<file path="config.mk">
export PLATFORM = sky130hd
export DESIGN_NAME = cmm_fifo
export DESIGN_NICKNAME = d
export VERILOG_FILES = /design/src/hdl/cmm_pkg.sv /design/src/hdl/cmm_fifo.sv
export SDC_FILE = /design/constraint.sdc
export NUM_CORES = 1
export LEC_CHECK = 0
export BUFFER_PORTS_ARGS = -buffer_cell sky130_fd_sc_hd__buf_2
export CAP_MARGIN = 20
export CORE_ASPECT_RATIO = 1.25
export CORE_MARGIN = 5
export CORE_UTILIZATION = 55
export DETAILED_ROUTE_END_ITERATION = 6
export GPL_TIMING_DRIVEN = 0
export PLACE_DENSITY_LB_ADDON = 0.1
export SYNTH_ARGS = -nofsm -noshare
export SYNTH_HDL_FRONTEND = slang
export SYNTH_SLANG_ARGS = --single-unit
</file>
<file path="constraint.sdc">
create_clock -name clock -period 7.3 [get_ports clock]
set_input_delay 1.46 -clock clock [delete_from_list [all_inputs] [get_ports clock]]
set_output_delay 1.46 -clock clock [all_outputs]
set_load 0.02 [all_outputs]
</file>
<file path="src/hdl/cmm_pkg.sv">
// ----------------------------------------------------------------------------
// Channel mix matrix package
// Beat types, queue command type, sequencer states and fixed constants.
// ----------------------------------------------------------------------------
`default_nettype none

package cmm_pkg;

   // Fixed field widths.
   localparam int IDX_W       = 3;
   localparam int IDX_COUNT   = 8;
   localparam int GAIN_W      = 24;
   localparam int SAMPLE_W    = 32;
   localparam int PROD_W      = SAMPLE_W + GAIN_W;
   localparam int COUNT_W     = 32;

   // Gain table geometry: one entry for every reachable index pair.
   localparam int GAIN_ADDR_W = 2 * IDX_W;
   localparam int GAIN_DEPTH  = IDX_COUNT * IDX_COUNT;

   // Command queue between the front and the back.
   localparam int QUEUE_DEPTH = 4;
   localparam int QPTR_W      = 2;
   localparam int QCNT_W      = 3;

   // Register port.
   localparam int CFG_W       = 4;
   localparam int CSR_DATA_W  = 32;
   localparam int CSR_ADDR_W  = 3;
   localparam logic [CFG_W-1:0] CFG_RESET = 4'd1;

   // Register indexes.
   localparam logic REG_IN_CHANNELS  = 1'b0;
   localparam logic REG_OUT_CHANNELS = 1'b1;

   // Action codes of an input beat.
   localparam logic ACTION_LOAD   = 1'b0;
   localparam logic ACTION_SAMPLE = 1'b1;

   // Saturation bounds of a result.
   localparam logic [SAMPLE_W-1:0] SAMPLE_MAX = 32'h7FFF_FFFF;
   localparam logic [SAMPLE_W-1:0] SAMPLE_MIN = 32'h8000_0000;

   // Input beat.
   typedef struct packed {
      logic                       action;
      logic [IDX_W-1:0]           out_index;
      logic [IDX_W-1:0]           in_index;
      logic signed [GAIN_W-1:0]   gain;
      logic signed [SAMPLE_W-1:0] sample;
   } cmm_item_type;

   // Result beat.
   typedef struct packed {
      logic signed [SAMPLE_W-1:0] mixed_sample;
      logic [IDX_W-1:0]           out_channel;
      logic                       last_of_frame;
      logic                       clipped;
      logic [COUNT_W-1:0]         clip_total;
   } cmm_result_type;

   // Classified command held in the queue.
   typedef enum logic {
      CMD_LOAD,
      CMD_SAMPLE
   } cmm_kind_type;

   typedef struct packed {
      cmm_kind_type               kind;
      logic [IDX_W-1:0]           out_index;
      logic [IDX_W-1:0]           in_index;
      logic signed [GAIN_W-1:0]   gain;
      logic signed [SAMPLE_W-1:0] sample;
   } cmm_cmd_type;

   // Back-end sequencer states.
   typedef enum logic [2:0] {
      BK_IDLE,
      BK_MAC,
      BK_DRAIN,
      BK_ROUND,
      BK_EMIT
   } cmm_state_type;

endpackage

`default_nettype wire

</file>
<file path="src/hdl/cmm_fifo.sv">
// ----------------------------------------------------------------------------
// Channel mix matrix command queue
// Short first-in first-out buffer that decouples the front from the back.
// ----------------------------------------------------------------------------
`default_nettype none

module cmm_fifo (
   input  logic                 clock,
   input  logic                 reset,
   input  logic                 push,
   input  cmm_pkg::cmm_cmd_type push_data,
   output logic                 full,
   input  logic                 pop,
   output logic                 not_empty,
   output cmm_pkg::cmm_cmd_type head
);
   import cmm_pkg::*;

   cmm_cmd_type        entry_ff [QUEUE_DEPTH];
   logic [QPTR_W-1:0]  wr_ptr_ff;
   logic [QPTR_W-1:0]  wr_ptr_in;
   logic [QPTR_W-1:0]  rd_ptr_ff;
   logic [QPTR_W-1:0]  rd_ptr_in;
   logic [QCNT_W-1:0]  count_ff;
   logic [QCNT_W-1:0]  count_in;

   assign full      = (count_ff == QCNT_W'(QUEUE_DEPTH));
   assign not_empty = (count_ff != '0);
   assign head      = entry_ff[rd_ptr_ff];

   // Pointer and fill count updates.
   always_comb begin
      wr_ptr_in = push ? wr_ptr_ff + QPTR_W'(1) : wr_ptr_ff;
      rd_ptr_in = pop ? rd_ptr_ff + QPTR_W'(1) : rd_ptr_ff;
      count_in  = count_ff;
      if (push && !pop) begin
         count_in = count_ff + QCNT_W'(1);
      end else if (pop && !push) begin
         count_in = count_ff - QCNT_W'(1);
      end
   end

   always_ff @(posedge clock) begin
      if (reset) begin
         wr_ptr_ff <= '0;
         rd_ptr_ff <= '0;
         count_ff  <= '0;
      end else begin
         wr_ptr_ff <= wr_ptr_in;
         rd_ptr_ff <= rd_ptr_in;
         count_ff  <= count_in;
      end
   end

   // Entry storage.
   always_ff @(posedge clock) begin
      if (push) begin
         entry_ff[wr_ptr_ff] <= push_data;
      end
   end

endmodule

`default_nettype wire

</file>
# Word level (Yosys, flattened, before mapping)
# Memories as Yosys holds them, arrays and structs flattened. A register that Yosys moved wholly into a read port is not among the register bits.
# Index checks and enable logic that the tools add are counted.
[totals]
reg_bits = 7
ram_bits = 252
word_cells = 21
n_memories = 1
[op_classes]
eq_ne = 1
mux = 6
addsub = 4
reduce_logical = 6
[memory_table]
columns = ["memory", "depth", "width", "rd", "rd_ports_with_merged_regs", "wr", "line_no", "source"]
rows = [
  ["entry_ff", 4, 63, 1, 1, 1, "cmm_fifo.sv:19", "cmm_cmd_type entry_ff [QUEUE_DEPTH];"],
]
[op_table]
columns = ["operator", "n"]
rows = [
  ["$mux W3", 2],
  ["$add A2 B1 Y2 const B", 2],
  ["$mux W2", 2],
  ["$add A3 B1 Y3 const B", 1],
  ["$eq A3 B3 Y1 const B", 1],
  ["$reduce_bool A3 Y1", 1],
  ["$sub A3 B1 Y3 const B", 1],
  ["$logic_and A1 B1 Y1", 2],
  ["$logic_not A1 Y1", 2],
  ["$mux W1", 2],
  ["$reduce_bool A2 Y1", 1],
]

# Longest topological paths before layout
[depth]
word_depth = 4
depth_mapped = 7
mapped_depth_nobuf = 7

# Worst setup path before layout
# Ideal clock, no wire load.
[synth_path]
path_kind = "in2reg"
start = "in push"
end = "mem entry_ff[0][0] (netlist name), enable pin"
arrival_ns = 2.944
path_slack_ns = 3.928
setup_time_ns = 0.427
n_path_buf = 0
path_stages = 1
cell_sequence = "and2_1"
[synth_between]
elab_chain_len = 2
[synth_rtl]
columns = ["item", "line_no", "source"]
rows = [
  ["start: declaration", "cmm_fifo.sv:10", "input logic push,"],
  ["$mux W1", "cmm_fifo.sv:57", "if (push) begin"],
  ["$mux W1 (not written as such)", "cmm_fifo.sv:58", "entry_ff[wr_ptr_ff] <= push_data;"],
  ["end: declaration", "cmm_fifo.sv:19", ""],
]
# No other way between the ends.

==> metrics.md <==
| Metric | Value |
|---|---|
| Drt drc | `0` |
| Routed len/inst | `20.93 um` |
| RSZ-0062 raised after global routing | `false` |
| Post-synthesis sequential area ratio | `80.76%` |
| Share of cells above drive strength 1 | `43.27%` |
| Worst-Margin Slew | `537.2 ps` |
| Slew Viols, Final | `0` |
| F_max | `about 280 MHz` |
| CTS Sinks | `261` |
| Maximum clock insertion buffer count | `3` |
| Yosys warning count | `0` |
| Final Hold Vio Count | `0` |
| Most common cell after layout, fill and taps aside | `edfxtp_1` |
| Synth async-reset ratio | `0%` |
| Tmin final | `3612 ps` |
| Total CTS buffers | `25` |
| CP endpoint kind | `output port` |
| Final wirelength | `approximately 16 mm` |
| Leakage Power | `3.851 nW` |
| Crit Path Class | `flop to output port` |
| Num rows | `54` |
| Global route hottest layer | `met2` |
| Area share of the largest cell type after synthesis | `between 70% and 80%` |
| DR vias | `4,204` |
| Reg clk slew, reported paths | `around 60 ps` |
| Global router's overall resource usage | `16.24%` |
| Reg2reg setup slack | `5610 ps` |
| Routed Antenna Nets | `0` |
| Area contributors post-synth | `edfxtp_1, mux4_2, dfxtp_1` |
| # setup viols final | `0` |
| IO Count | `132` |
| Clk Latency, worst-skew pair | `500 ps` |
| Max FO, Critical Path | `10` |
| Gpl congestion | `roughly 0.7` |
| Pin count of the biggest net entering global routing | `36` |
| Max-cap viol count | `0` |
| M2 GR Usage | `28.33%` |
| Setup Buffers After CTS | `0` |
| GRT met3 Usage | `3.544%` |
| Initial antenna violation count | `2` |
| GRT Residual Overflow | `0` |
| PD cells | `285.0 nW/um^2` |
| H-Tree Depth | `1` |
| Starting Density | `55.46%` |
| Tcrit/Tclk final | `49.47%` |
| Slew HR | `64.19%` |
| TritonCTS clock tree | `done` |
| Worst VDD drop | `roughly 0.21 mV` |
| ANT cells | `0` |
| Post-CTS Hold Buffers | `0` |
| Die span in x | `around 130 um` |
| Gate Count Post-Synth | `373` |
| Dpl hpwl | `about 10 mm` |
| Netlist cell types | `21` |
| Number of global-route vias before repair | `4,500` |
| Fin area | `11,310 sq um` |
| Top_reg_cell synth | `edfxtp_1` |
| Synthesized flop and latch total | `261` |
| Initial DRC Count | `about 260` |
| Root Driver | `clkbuf_16` |
| Fin nets | `around 600` |
| CP startpoint kind | `flop` |
| Worst-path cell with the longest stage delay | `clkbuf_1` |
| Hold WC Path Type | `flop to flop` |
| Drt pass-1 iters | `4` |
| Post-synth EDFFs | `252` |
| Synthesized Nets | `446` |
| Height of the die | `157.7 um` |
| Core area | `between 15,000 and 20,000 sq um` |
| Mean post-synth cell area | `25.72 sq um` |
| Largest stage delay on the critical path | `between 400 and 500 ps` |
| Global-route wire length before repair | `25.01 mm` |
| Worst-path cell chain | `clkbuf_1 > buf_2 > mux4_2 > buf_2` |
| PostCTS Resize Cnt | `0` |
| Arrival time worst endpoint | `2150 ps` |
| Post-place instance area | `10,610 sq um` |
| Area growth, synth to finish | `17.89%` |
| Vias per inst | `about 5.4` |
| CP most frequent cell | `buf_2` |
| Mapped cell area | `around 9600 sq um` |
| Most frequent cells in the layout | `edfxtp_1, buf_2, mux4_2` |
| Setup TNS | `0 ps` |
| Setup Skew | `7.285 ps` |
| Worst Path Required | `5840 ps` |
| Most area-hungry cell type in the Yosys netlist | `edfxtp_1` |
| GR Util met1 | `21.21%` |
| Die area | `20,200 sq um` |
| # port buffers | `130` |
| Run status | `completed` |
synthesized netlist by cell type (2+ instances only):
cell,number
clkbuf_1,2
dfxtp_1,9
nor2_1,7
xor2_1,3
and2_1,4
or3_1,2
buf_12,6
mux4_1,3
mux2i_1,2
edfxtp_1,252
buf_2,6
mux4_2,60
ha_1,5
xnor2_1,2
inv_1,4
critical path: cells and delay by family (launching register included):
| family | cells | cell delay [ps] |
|---|---|---|
| buffers and inverters | 3 | 980 |
| DFF | 1 | 300 |
| muxes | 1 | 370 |
cells by family after synthesis:
| group | synth area share, % |
|---|---|
| DFF | 80.76 |
| muxes | 15.12 |
| buffers and inverters | 1.917 |
| and+or+nand+nor | 0.7826 |
| adders and majority gates | 0.8608 |
| xor gates and xnor gates | 0.4566 |
| AOI/OAI and AO/OA | 0.1042 |
layer usage:
layer	wire, um	part of all wire, %
met4	206	1.3
met3	1100	6.8
met5	14	0.086
met2	8507	53
met1	6372	39
where the power goes:
group          leakage [nW]  switching [mW]  internal (mW)
Combinational          1.13           0.214          0.160
Sequential             2.39          0.0174           1.72
Clock                 0.336           0.481          0.631
path summary, 6_finish.rpt:
path,start,end,depth (start not counted)
max,flop,head[44],4
min,rd_ptr_ff[0]$_SDFFE_PP0P_,flop,2
max reg2reg,wr_ptr_ff[0]$_SDFFE_PP0P_,entry_ff[0][36]$_DFFE_PP_,4
min reg2reg,rd_ptr_ff[0]$_SDFFE_PP0P_,flop,2
layout make-up:
cell class,instances,area [sq um]
plain buffers,15,168.9
clock buffers,38,674.4
clock inverters,5,21.27
fillers,1204,5987
inverters,4,15.01
multi-input cells,93,1672
flip-flops and latches,261,7747
well taps,224,280.3
repair buffers,134,730.7
through the flow:
stage	power (mW)	cells	hold slack (ps)	util (%)	setup WS [ps]
2_1_floorplan	2.015	373	461.4	-	3928
3_3_place_gp	2.140	727	472.6	60.84	2567
3_5_place_dp	2.152	731	522.9	61.36	4147
4_1_cts	3.266	774	535.2	65.39	3617
5_1_grt	3.353	774	582.9	65.39	3568
6_report	3.223	774	534.7	65.39	3688
registers in the layout (all words and copies together) (netlist names), named ones only:
name / flops
count_ff: 3
entry_ff: 252
rd_ptr_ff: 2
wr_ptr_ff: 2
(Power assumes the default switching activity.)
