===== config.mk =====
export PLATFORM = sky130hd
export DESIGN_NAME = cmm_back
export DESIGN_NICKNAME = d
export VERILOG_FILES = /design/src/hdl/cmm_pkg.sv /design/src/hdl/cmm_back.sv
export SDC_FILE = /design/constraint.sdc
export NUM_CORES = 2
export LEC_CHECK = 0
export BUFFER_PORTS_ARGS = -buffer_cell sky130_fd_sc_hd__buf_2
export CORE_MARGIN = 1
export CORE_UTILIZATION = 25
export CTS_CLUSTER_SIZE = 8
export DETAILED_ROUTE_END_ITERATION = 7
export GPL_ROUTABILITY_DRIVEN = 0
export PLACE_DENSITY_LB_ADDON = 0.2
export RECOVER_POWER = 100
export SETUP_SLACK_MARGIN = 0.4
export SLEW_MARGIN = 10
export SYNTH_ARGS = -nofsm -noshare
export SYNTH_HDL_FRONTEND = slang
export SYNTH_SLANG_ARGS = --single-unit

===== constraint.sdc =====
create_clock -name clock -period 18.95 [get_ports clock]
set_input_delay 0.9475 -clock clock [delete_from_list [all_inputs] [get_ports clock]]
set_output_delay 0.9475 -clock clock [all_outputs]
set_load 0.1 [all_outputs]

===== src/hdl/cmm_pkg.sv =====
// ----------------------------------------------------------------------------
// Channel mix matrix package
// Beat types, queue command type, sequencer states and fixed constants.
// ----------------------------------------------------------------------------
`default_nettype none

package cmm_pkg;

   // Fixed field widths.
   localparam int IDX_W       = 3;
   localparam int IDX_COUNT   = 8;
   localparam int GAIN_W      = 24;
   localparam int SAMPLE_W    = 32;
   localparam int PROD_W      = SAMPLE_W + GAIN_W;
   localparam int COUNT_W     = 32;

   // Gain table geometry: one entry for every reachable index pair.
   localparam int GAIN_ADDR_W = 2 * IDX_W;
   localparam int GAIN_DEPTH  = IDX_COUNT * IDX_COUNT;

   // Command queue between the front and the back.
   localparam int QUEUE_DEPTH = 4;
   localparam int QPTR_W      = 2;
   localparam int QCNT_W      = 3;

   // Register port.
   localparam int CFG_W       = 4;
   localparam int CSR_DATA_W  = 32;
   localparam int CSR_ADDR_W  = 3;
   localparam logic [CFG_W-1:0] CFG_RESET = 4'd1;

   // Register indexes.
   localparam logic REG_IN_CHANNELS  = 1'b0;
   localparam logic REG_OUT_CHANNELS = 1'b1;

   // Action codes of an input beat.
   localparam logic ACTION_LOAD   = 1'b0;
   localparam logic ACTION_SAMPLE = 1'b1;

   // Saturation bounds of a result.
   localparam logic [SAMPLE_W-1:0] SAMPLE_MAX = 32'h7FFF_FFFF;
   localparam logic [SAMPLE_W-1:0] SAMPLE_MIN = 32'h8000_0000;

   // Input beat.
   typedef struct packed {
      logic                       action;
      logic [IDX_W-1:0]           out_index;
      logic [IDX_W-1:0]           in_index;
      logic signed [GAIN_W-1:0]   gain;
      logic signed [SAMPLE_W-1:0] sample;
   } cmm_item_type;

   // Result beat.
   typedef struct packed {
      logic signed [SAMPLE_W-1:0] mixed_sample;
      logic [IDX_W-1:0]           out_channel;
      logic                       last_of_frame;
      logic                       clipped;
      logic [COUNT_W-1:0]         clip_total;
   } cmm_result_type;

   // Classified command held in the queue.
   typedef enum logic {
      CMD_LOAD,
      CMD_SAMPLE
   } cmm_kind_type;

   typedef struct packed {
      cmm_kind_type               kind;
      logic [IDX_W-1:0]           out_index;
      logic [IDX_W-1:0]           in_index;
      logic signed [GAIN_W-1:0]   gain;
      logic signed [SAMPLE_W-1:0] sample;
   } cmm_cmd_type;

   // Back-end sequencer states.
   typedef enum logic [2:0] {
      BK_IDLE,
      BK_MAC,
      BK_DRAIN,
      BK_ROUND,
      BK_EMIT
   } cmm_state_type;

endpackage

`default_nettype wire


===== src/hdl/cmm_back.sv =====
// ----------------------------------------------------------------------------
// Channel mix matrix back end
// Holds the gain table and the accumulators, runs one shared
// multiply-accumulate across the output channels for each sample, and
// rounds, clips and counts the results at the end of a frame.
// ----------------------------------------------------------------------------
`default_nettype none

module cmm_back #(
   parameter int MAX_IN_CHANNELS  = 8,
   parameter int MAX_OUT_CHANNELS = 8,
   parameter int GAIN_FRAC_BITS   = 20
) (
   input  logic                                        clock,
   input  logic                                        reset,
   input  cmm_pkg::cmm_cmd_type                        cmd,
   input  logic                                        cmd_valid,
   output logic                                        cmd_pop,
   input  logic                                        frame_clear,
   input  logic [$clog2(MAX_IN_CHANNELS+1)-1:0]        nin_eff,
   input  logic [$clog2(MAX_OUT_CHANNELS+1)-1:0]       nout_eff,
   input  logic                                        rsp_stall,
   output logic                                        rsp_valid,
   output cmm_pkg::cmm_result_type                     rsp_data
);
   import cmm_pkg::*;

   localparam int PNW     = $clog2(MAX_IN_CHANNELS + 1);
   localparam int NW      = $clog2(MAX_OUT_CHANNELS + 1);
   localparam int PW      = (MAX_IN_CHANNELS > 1) ? $clog2(MAX_IN_CHANNELS) : 1;
   localparam int JW      = (MAX_OUT_CHANNELS > 1) ? $clog2(MAX_OUT_CHANNELS) : 1;
   localparam int ACC_W   = PROD_W + $clog2(MAX_IN_CHANNELS);
   localparam int SHIFT_W = ACC_W - GAIN_FRAC_BITS;
   localparam int RW      = (SHIFT_W > SAMPLE_W + 1) ? SHIFT_W : SAMPLE_W + 1;
   localparam logic signed [ACC_W-1:0] HALF =
      {{(ACC_W-1){1'b0}}, 1'b1} << (GAIN_FRAC_BITS - 1);

   // Sequencer.
   cmm_state_type              state_ff;
   cmm_state_type              state_in;
   logic [JW-1:0]              j_ff;
   logic [JW-1:0]              j_in;
   logic [PW-1:0]              pos_ff;
   logic [PW-1:0]              pos_in;
   logic                       last_j;
   logic                       frame_last;
   logic                       out_free;
   logic                       issue;
   logic                       round_en;
   logic                       emit_en;
   logic                       acc_clear;
   logic                       pos_step;

   // Gain table.
   logic signed [GAIN_W-1:0]   gain_mem [GAIN_DEPTH];
   logic [GAIN_DEPTH-1:0]      gain_vld_ff;
   logic                       gain_wr;
   logic [GAIN_ADDR_W-1:0]     gain_wr_addr;
   logic [GAIN_ADDR_W-1:0]     gain_rd_addr;
   logic [JW+IDX_W-1:0]        j_wide;
   logic [PW+IDX_W-1:0]        pos_wide;
   logic                       rd_in_range;

   // Multiply-accumulate pipeline.
   logic signed [SAMPLE_W-1:0] sample_ff;
   logic                       p1_vld_ff;
   logic [JW-1:0]              p1_j_ff;
   logic signed [GAIN_W-1:0]   gain_rd_ff;
   logic                       gain_ok_ff;
   logic signed [GAIN_W-1:0]   gain_eff;
   logic signed [PROD_W-1:0]   prod_in;
   logic                       p2_vld_ff;
   logic [JW-1:0]              p2_j_ff;
   logic signed [PROD_W-1:0]   prod_ff;
   logic signed [ACC_W-1:0]    acc_ff [MAX_OUT_CHANNELS];

   // Rounding and output.
   logic signed [ACC_W-1:0]    acc_sel;
   logic signed [ACC_W-1:0]    rnd_sum;
   logic signed [ACC_W-1:0]    rnd_shift;
   logic signed [RW-1:0]       rnd_in;
   logic signed [RW-1:0]       rnd_ff;
   logic [RW-SAMPLE_W:0]       rnd_hi;
   logic                       clip;
   logic [COUNT_W-1:0]         clip_cnt_ff;
   logic [COUNT_W-1:0]         clip_cnt_in;
   cmm_result_type             res_in;
   logic                       rsp_valid_ff;
   cmm_result_type             rsp_data_ff;

   assign last_j     = (NW'(j_ff) + NW'(1) == nout_eff);
   assign frame_last = (PNW'(pos_ff) + PNW'(1) >= nin_eff);
   assign out_free   = !rsp_valid_ff || !rsp_stall;

   // Next state.
   always_comb begin
      state_in = state_ff;
      unique case (state_ff)
         BK_IDLE: begin
            if (cmd_valid && (cmd.kind == CMD_SAMPLE)) begin
               state_in = BK_MAC;
            end
         end
         BK_MAC: begin
            if (last_j) begin
               state_in = BK_DRAIN;
            end
         end
         BK_DRAIN: begin
            if (!p1_vld_ff) begin
               state_in = frame_last ? BK_ROUND : BK_IDLE;
            end
         end
         BK_ROUND: begin
            state_in = BK_EMIT;
         end
         BK_EMIT: begin
            if (out_free) begin
               state_in = last_j ? BK_IDLE : BK_ROUND;
            end
         end
         default: begin
            state_in = BK_IDLE;
         end
      endcase
   end

   // Sequencer outputs.
   always_comb begin
      cmd_pop   = 1'b0;
      issue     = 1'b0;
      round_en  = 1'b0;
      emit_en   = 1'b0;
      acc_clear = 1'b0;
      pos_step  = 1'b0;
      unique case (state_ff)
         BK_IDLE: begin
            cmd_pop = cmd_valid;
         end
         BK_MAC: begin
            issue = 1'b1;
         end
         BK_DRAIN: begin
            pos_step = !p1_vld_ff && !frame_last;
         end
         BK_ROUND: begin
            round_en = 1'b1;
         end
         BK_EMIT: begin
            emit_en   = out_free;
            acc_clear = out_free && last_j;
         end
         default: begin
            cmd_pop = 1'b0;
         end
      endcase
   end

   // Output channel counter and frame position.
   always_comb begin
      j_in = j_ff;
      if (issue || emit_en) begin
         j_in = last_j ? '0 : j_ff + JW'(1);
      end
      pos_in = pos_ff;
      if (frame_clear || acc_clear) begin
         pos_in = '0;
      end else if (pos_step) begin
         pos_in = pos_ff + PW'(1);
      end
   end

   always_ff @(posedge clock) begin
      if (reset) begin
         state_ff <= BK_IDLE;
         j_ff     <= '0;
         pos_ff   <= '0;
      end else begin
         state_ff <= state_in;
         j_ff     <= j_in;
         pos_ff   <= pos_in;
      end
   end

   // Latch the sample of a popped sample command.
   always_ff @(posedge clock) begin
      if (cmd_pop && (cmd.kind == CMD_SAMPLE)) begin
         sample_ff <= cmd.sample;
      end
   end

   // Gain table addressing; pairs past the index range read as zero.
   assign gain_wr      = cmd_pop && (cmd.kind == CMD_LOAD);
   assign gain_wr_addr = {cmd.out_index, cmd.in_index};
   assign j_wide       = (JW+IDX_W)'(j_ff);
   assign pos_wide     = (PW+IDX_W)'(pos_ff);
   assign rd_in_range  = (j_wide < (JW+IDX_W)'(IDX_COUNT)) &&
                         (pos_wide < (PW+IDX_W)'(IDX_COUNT));
   assign gain_rd_addr = {j_wide[IDX_W-1:0], pos_wide[IDX_W-1:0]};

   // Gain memory with registered read.
   always_ff @(posedge clock) begin
      if (gain_wr) begin
         gain_mem[gain_wr_addr] <= cmd.gain;
      end
      gain_rd_ff <= gain_mem[gain_rd_addr];
   end

   // Entry valid bits; an entry never written reads as zero.
   always_ff @(posedge clock) begin
      if (reset) begin
         gain_vld_ff <= '0;
         gain_ok_ff  <= 1'b0;
      end else begin
         if (gain_wr) begin
            gain_vld_ff[gain_wr_addr] <= 1'b1;
         end
         gain_ok_ff <= gain_vld_ff[gain_rd_addr] && rd_in_range;
      end
   end

   // Product stage.
   assign gain_eff = gain_ok_ff ? gain_rd_ff : '0;
   assign prod_in  = PROD_W'(sample_ff) * PROD_W'(gain_eff);

   always_ff @(posedge clock) begin
      if (reset) begin
         p1_vld_ff <= 1'b0;
         p2_vld_ff <= 1'b0;
      end else begin
         p1_vld_ff <= issue;
         p2_vld_ff <= p1_vld_ff;
      end
   end

   always_ff @(posedge clock) begin
      p1_j_ff <= j_ff;
      p2_j_ff <= p1_j_ff;
      prod_ff <= prod_in;
   end

   // Accumulators, cleared on reset, on a register write and after a frame.
   always_ff @(posedge clock) begin
      if (reset || frame_clear || acc_clear) begin
         for (int k = 0; k < MAX_OUT_CHANNELS; k++) begin
            acc_ff[k] <= '0;
         end
      end else if (p2_vld_ff) begin
         acc_ff[p2_j_ff] <= acc_ff[p2_j_ff] + ACC_W'(prod_ff);
      end
   end

   // Round half away from zero: add half, less one for a negative sum, then
   // shift arithmetically.
   assign acc_sel   = acc_ff[j_ff];
   assign rnd_sum   = acc_sel + HALF - {{(ACC_W-1){1'b0}}, acc_sel[ACC_W-1]};
   assign rnd_shift = rnd_sum >>> GAIN_FRAC_BITS;
   assign rnd_in    = RW'(rnd_shift);

   always_ff @(posedge clock) begin
      if (round_en) begin
         rnd_ff <= rnd_in;
      end
   end

   // Clip when the bits above the result are not a plain sign extension.
   assign rnd_hi = rnd_ff[RW-1:SAMPLE_W-1];
   assign clip   = !((&rnd_hi) || !(|rnd_hi));

   always_comb begin
      clip_cnt_in = clip_cnt_ff;
      if (clip && (clip_cnt_ff != '1)) begin
         clip_cnt_in = clip_cnt_ff + COUNT_W'(1);
      end
      res_in.mixed_sample  = clip ? (rnd_ff[RW-1] ? SAMPLE_MIN : SAMPLE_MAX)
                                  : rnd_ff[SAMPLE_W-1:0];
      res_in.out_channel   = IDX_W'(j_ff);
      res_in.last_of_frame = last_j;
      res_in.clipped       = clip;
      res_in.clip_total    = clip_cnt_in;
   end

   // Output register and clip counter.
   always_ff @(posedge clock) begin
      if (reset) begin
         rsp_valid_ff <= 1'b0;
         clip_cnt_ff  <= '0;
      end else if (emit_en) begin
         rsp_valid_ff <= 1'b1;
         clip_cnt_ff  <= clip_cnt_in;
      end else if (!rsp_stall) begin
         rsp_valid_ff <= 1'b0;
      end
   end

   always_ff @(posedge clock) begin
      if (emit_en) begin
         rsp_data_ff <= res_in;
      end
   end

   assign rsp_valid = rsp_valid_ff;
   assign rsp_data  = rsp_data_ff;

endmodule

`default_nettype wire


# Word level (Yosys, flattened, before mapping)
# Memory sizes are Yosys's and may differ from the RTL's. A register that Yosys moved wholly into a read port is not among the register bits.
# Index checks and enable logic that the tools add are counted.
[classes]
add_sub_neg = 8
n_mul = 1
order_cmp = 6
n_eq_ne = 11
muxes = 36
bitwise_logic = 2
n_reduce_logical = 27
[ops]
columns = ["operator", "count"]
rows = [
  ["$mux 32", 3],
  ["$or 64x64->64", 1],
  ["$add 59x20->59 const B", 1],
  ["$add 59x56->59", 1],
  ["$mux 59", 1],
  ["$reduce_or 59->1", 1],
  ["$sub 59x1->59", 1],
  ["$mul 32x24->56", 1],
  ["$add 32x1->32 const B", 1],
  ["$ne 32x32->1 const B", 1],
  ["$mux 24", 1],
  ["$mux 3", 8],
  ["$mux 1", 18],
  ["$pmux 3 s5", 1],
  ["$lt 6x7->1 const B", 2],
  ["$logic_and 1x1->1", 9],
  ["$add 3x1->4 const B", 2],
  ["$lt 3x4->1 const B", 2],
  ["$ne 2x2->1 const B", 4],
  ["$reduce_and 8->1", 1],
  ["$reduce_or 8->1", 1],
  ["$add 3x1->3 const B", 2],
  ["$bmux 1 s6", 1],
  ["$demux 1 s6", 1],
  ["other kinds (14)", 26],
]
[word_totals]
ff_bits = 311
ram_bits = 2008
input_bits = 76
out_inout_bits = 71
word_cells = 112
memories = 2
[mem_list]
columns = ["memory", "depth", "word_bits", "rd", "rd_clocked_by_memory_dff", "wr", "line_no", "text"]
rows = [
  ["gain_mem", 64, 24, 1, 1, 1, "cmm_back.sv:55", "logic signed [GAIN_W-1:0] gain_mem [GAIN_DEPTH];"],
  ["acc_ff", 8, 59, 2, 2, 8, "cmm_back.sv:75", "logic signed [ACC_W-1:0] acc_ff [MAX_OUT_CHANNELS];"],
]

# Depth between registers and ports, before layout
[logic_depth]
word_depth = 9
depth_mapped = 30
depth_no_buf = 27

# Worst setup path before layout
# Ideal clock, no wire load.
[synth_timing]
kind = "register -> register"
from = "reg gain_ok_ff"
to = "reg prod_ff[55]"
setup_time_ps = 121
arrival_ps = 7407
t_required_ps = 18829
path_slack_ps = 11422
stages_incl_launch_ff = 27
path_buffers = 4
synth_period_minus_slack_ps = 7528
path_cell_list = "dfxtp_1 > clkbuf_1 > clkbuf_1 > clkbuf_1 > clkbuf_1 > nand3_1 > inv_1 > fa_1 > fa_1 > inv_1 > fa_1 > inv_1 > fa_1 > fa_1 > fa_1 > inv_1 > fa_1 > inv_1 > ha_1 > nand3_1 > nor2b_1 > nand2_1 > or4_1 > nor2_1 > nand2_1 > o211a_1 > xnor2_1"
[synth_via]
elab_chain_len = 2
[synth_lines]
columns = ["item", "line_no", "text"]
rows = [
  ["start, declared", "cmm_back.sv:69", "logic gain_ok_ff;"],
  ["start signal, assigned", "cmm_back.sv:218", "gain_ok_ff <= gain_vld_ff[gain_rd_addr] && rd_in_range;"],
  ["$mux 24", "cmm_back.sv:223", "assign gain_eff = gain_ok_ff ? gain_rd_ff : '0;"],
  ["$mul 32x24->56", "cmm_back.sv:224", "assign prod_in = PROD_W'(sample_ff) * PROD_W'(gain_eff);"],
  ["via prod_in[55]", "cmm_back.sv:71", "logic signed [PROD_W-1:0] prod_in;"],
  ["end signal, assigned", "cmm_back.sv:239", "prod_ff <= prod_in;"],
  ["end, declared", "cmm_back.sv:74", "logic signed [PROD_W-1:0] prod_ff;"],
]
# The timed path passes the listed nets, and every way through them passes these cells.
# A chain may end at the register's enable or synchronous reset.

# Worst setup path after layout
[layout_timing]
from = "reg gain_ok_ff"
to = "reg prod_ff[40]"
# Same word-level chain as after synthesis.

==> key figures <==
Synth
  • Share of the yosys chip area belonging to registers: 0.542
  • Synth Area in Adders: 0.151
  • Main combinational cell family by area after synthesis: adder cells
  • Compound-cell area share of the yosys netlist: 0.0646
  • Mean Syn Cell Area: 13.7 um^2
  • Net Count, Synth: 10400
  • Simple-gate area share of the yosys netlist: 0.0802
  • Xor and xnor area share after synthesis: 0.0147
  • Synth Instances: 9237
  • Ys Warns: 0
  • Library cells used by synthesis: 93
  • Post-synth EDFFs: 2148
  • Seq cells post-synth: 2346
  • Share of synthesized area spent on multiplexers: 0.105
  • Ys flop type: edfxtp_1
  • Async SR Flop Fraction: 0
  • Synth Cell Area: 126000 um^2

Drt
  • DR vias/cell: 4.82
  • Final Routed Wirelength: 416 mm
  • Post-DR wirelength/cell: 25.6 um
  • Drt first pass iters: 7
  • Starting DRC count in detailed routing: 6659
  • Via Count: 78400
  • DRT antenna net count: 0
  • # DRC: 0

Finish
  • Multi-input gate area: 52800 um^2
  • Commonest non-fill, non-tap cell in the layout: edfxtp_1
  • Fin util: 0.288
  • Finished Layout Cells: 16300
  • Most frequent cells in the layout: edfxtp_1, inv_1, nor2_1, fa_1, nand2_1
  • Syn-to-layout area delta: 14.4%
  • Register Area: 68500 um^2
  • Layout cell share with drive strength beyond 1: 0.121
  • Nets: 10500
  • FILL cells: 50800
  • Post-route cell area: 145000 um^2

Timing
  • Clk_skew: 0.0948 ns
  • RSZ-0062 raised after global routing: false
  • Fin Setup TNS: 0 ns
  • Final slew viol count: 4674
  • Final hold violations: 0
  • Min Hold Slack: 0.182 ns
  • Worst slew margin: -3.22
  • Post-route minimum period: 13.47 ns
  • Worst Tran Pin Value: 6.33 ns
  • Period utilization: 0.711
  • Final worst-path setup slack: 5.48 ns
  • Max Freq: 74.2 MHz
  • Final setup fails: 0

Critical path
  • CP Max Fanout: 95
  • Beginning of the critical path: gain_ok_ff
  • Required time worst endpoint: 19.75 ns
  • Worst R2R Path Depth: 25
  • Crit path largest cell delay: 2.60 ns
  • CP Capture Type: flop
  • Crit path kind: reg2reg
  • CP bufs+invs: 5
  • R2R setup slack: 5.48 ns
  • Critical Path Most Common Cell: fa_1
  • Critical Path Slowest Stage Cell: clkbuf_1
  • Delay-heaviest family, CP: buffers and inverters
  • Startpoint Class: flop
  • Worst r2r dst: prod_ff[40]
  • Arr. time, crit path: 14.27 ns
  • Crit Reg-Reg Startpoint: gain_ok_ff

Die
  • Die X: 713 um
  • I/O Pins: 147
  • Core area: 503000 um^2
  • # rows: 260
  • DIE AREA: 509000 um^2
  • Initial core utilization: 0.252
  • Die Height: 713 um

CTS
  • Longest Clk Path Bufs: 4
  • # Post-CTS Setup Buffers: 0
  • CTS Hold Bufs: 0
  • CTS buffer count: 338
  • Worst-path clk slew: 0.05 ns
  • H-tree depth: 5
  • Clk sinks: 2346
  • Worst-Skew Late Latency: 0.96 ns
  • TritonCTS clock tree: yes
  • Post_cts resized: 0
  • Root buf cell: clkbuf_16

Placement
  • DP Area: 136000 um^2
  • I/O Buffers: 146
  • Pre-CTS setup slack: 9.45 ns
  • HPWL after DPL: 260 mm
  • Cells after DPL: 15700

Run
  • Max-capacitance violation count: 130

Status
  • Status: finished with violations
  • Failing checks: max-capacitance violations, max-slew violations

Power
  • Sw Share: 0.317
  • Clock power frac: 0.375
  • Pwr Density: 105 nW/um^2
  • Max VDD drop: 0.0834 mV
  • NetSw: 4.80 mW
  • Internal power: 10.4 mW
  • Sequential fraction of design power: 0.393
  • Power, Total: 15.2 mW
  • LEAKAGE: 52.4 nW
  • Combinational share of power: 0.232

Global routing
  • Initial antenna violation count: 29
  • Global route total overflow: 0
  • GRT Util Overall: 0.160
  • Via count of the first global-routing pass: 83900
  • First-pass GRT wire length: 599 mm
  • Largest net degree at the start of global routing: 124

Worst hold path
  • Hold EP: sample_ff[25]
  • Hold path startpoint: cmd[25]
  • WHS Path Cells: 1
  • Worst min path class: in2reg
area by class of cell:
cell class              count  area share
flip-flops and latches   2346       0.473
multi-input cells        5453       0.365
clock buffers             519      0.0640
well taps                6681      0.0578
inverters                 869      0.0226
repair buffers            372      0.0136
clock inverters            35     0.00386
diodes                      9    0.000156
how the worst max path moves through the flow:
stage / end / slack (ns) / cells after the start
after global routing: prod_ff[40] / 4.85 / 25
after floorplan: prod_ff[55] / 11.42 / 26
after detailed placement: prod_ff[54] / 9.45 / 25
after CTS: prod_ff[54] / 9.44 / 25
after global placement: prod_ff[40] / 9.52 / 25
final: prod_ff[40] / 5.48 / 25
power by group through the flow:
stage	clock network [mW]	logic (mW)	registers (mW)
after floorplan	0	2.35	5.95
after global placement	0	3.51	6.05
after detailed placement	0	3.53	6.05
after CTS	5.85	3.55	5.95
after global routing	6.04	3.88	5.97
final	5.70	3.51	5.96
sequential cells by signal (all words and copies together) (netlist names), 24 cells and up, named ones only:
register     cells
acc_ff         472
clip_cnt_ff     32
gain_mem      1536
gain_rd_ff      24
gain_vld_ff     64
prod_ff         56
rnd_ff          39
rsp_data        69
sample_ff       32
Yosys cell counts (all sizes together) (240+ instances only):
| library cell | count | area share |
|---|---|---|
| inv | 868 | 0.026 |
| mux4 | 446 | 0.079 |
| mux2i | 257 | 0.020 |
| a22oi | 240 | 0.014 |
| fa | 784 | 0.12 |
| clkbuf | 458 | 0.014 |
| a21oi | 295 | 0.012 |
| nor2 | 832 | 0.025 |
| and3 | 392 | 0.019 |
| nand2 | 615 | 0.018 |
| ha | 271 | 0.027 |
| edfxtp | 2148 | 0.51 |
cells by family (layout without fill, tap and decap cells):
group                    after synthesis  count (layout)
buffers and inverters               1438            1795
XOR/XNOR                             211             211
AND/OR/NAND/NOR                     2211            2211
AO/OA/AOI/OAI                       1217            1217
adder cells (fa/ha/maj)             1055            1055
flip-flops                          2346            2346
other                                  0               9
multiplexers                         759             759
per-layer routing:
layer | up-vias | global-route usage | part of all wire
li1 | 33800 | - | -
met5 | - | 0 | 0.00019
met4 | 12 | 0.0471 | 0.034
met2 | 2510 | 0.277 | 0.49
met3 | 687 | 0.0203 | 0.051
met1 | 41400 | 0.209 | 0.43
Note: power is estimated with default switching activity, not from simulation.
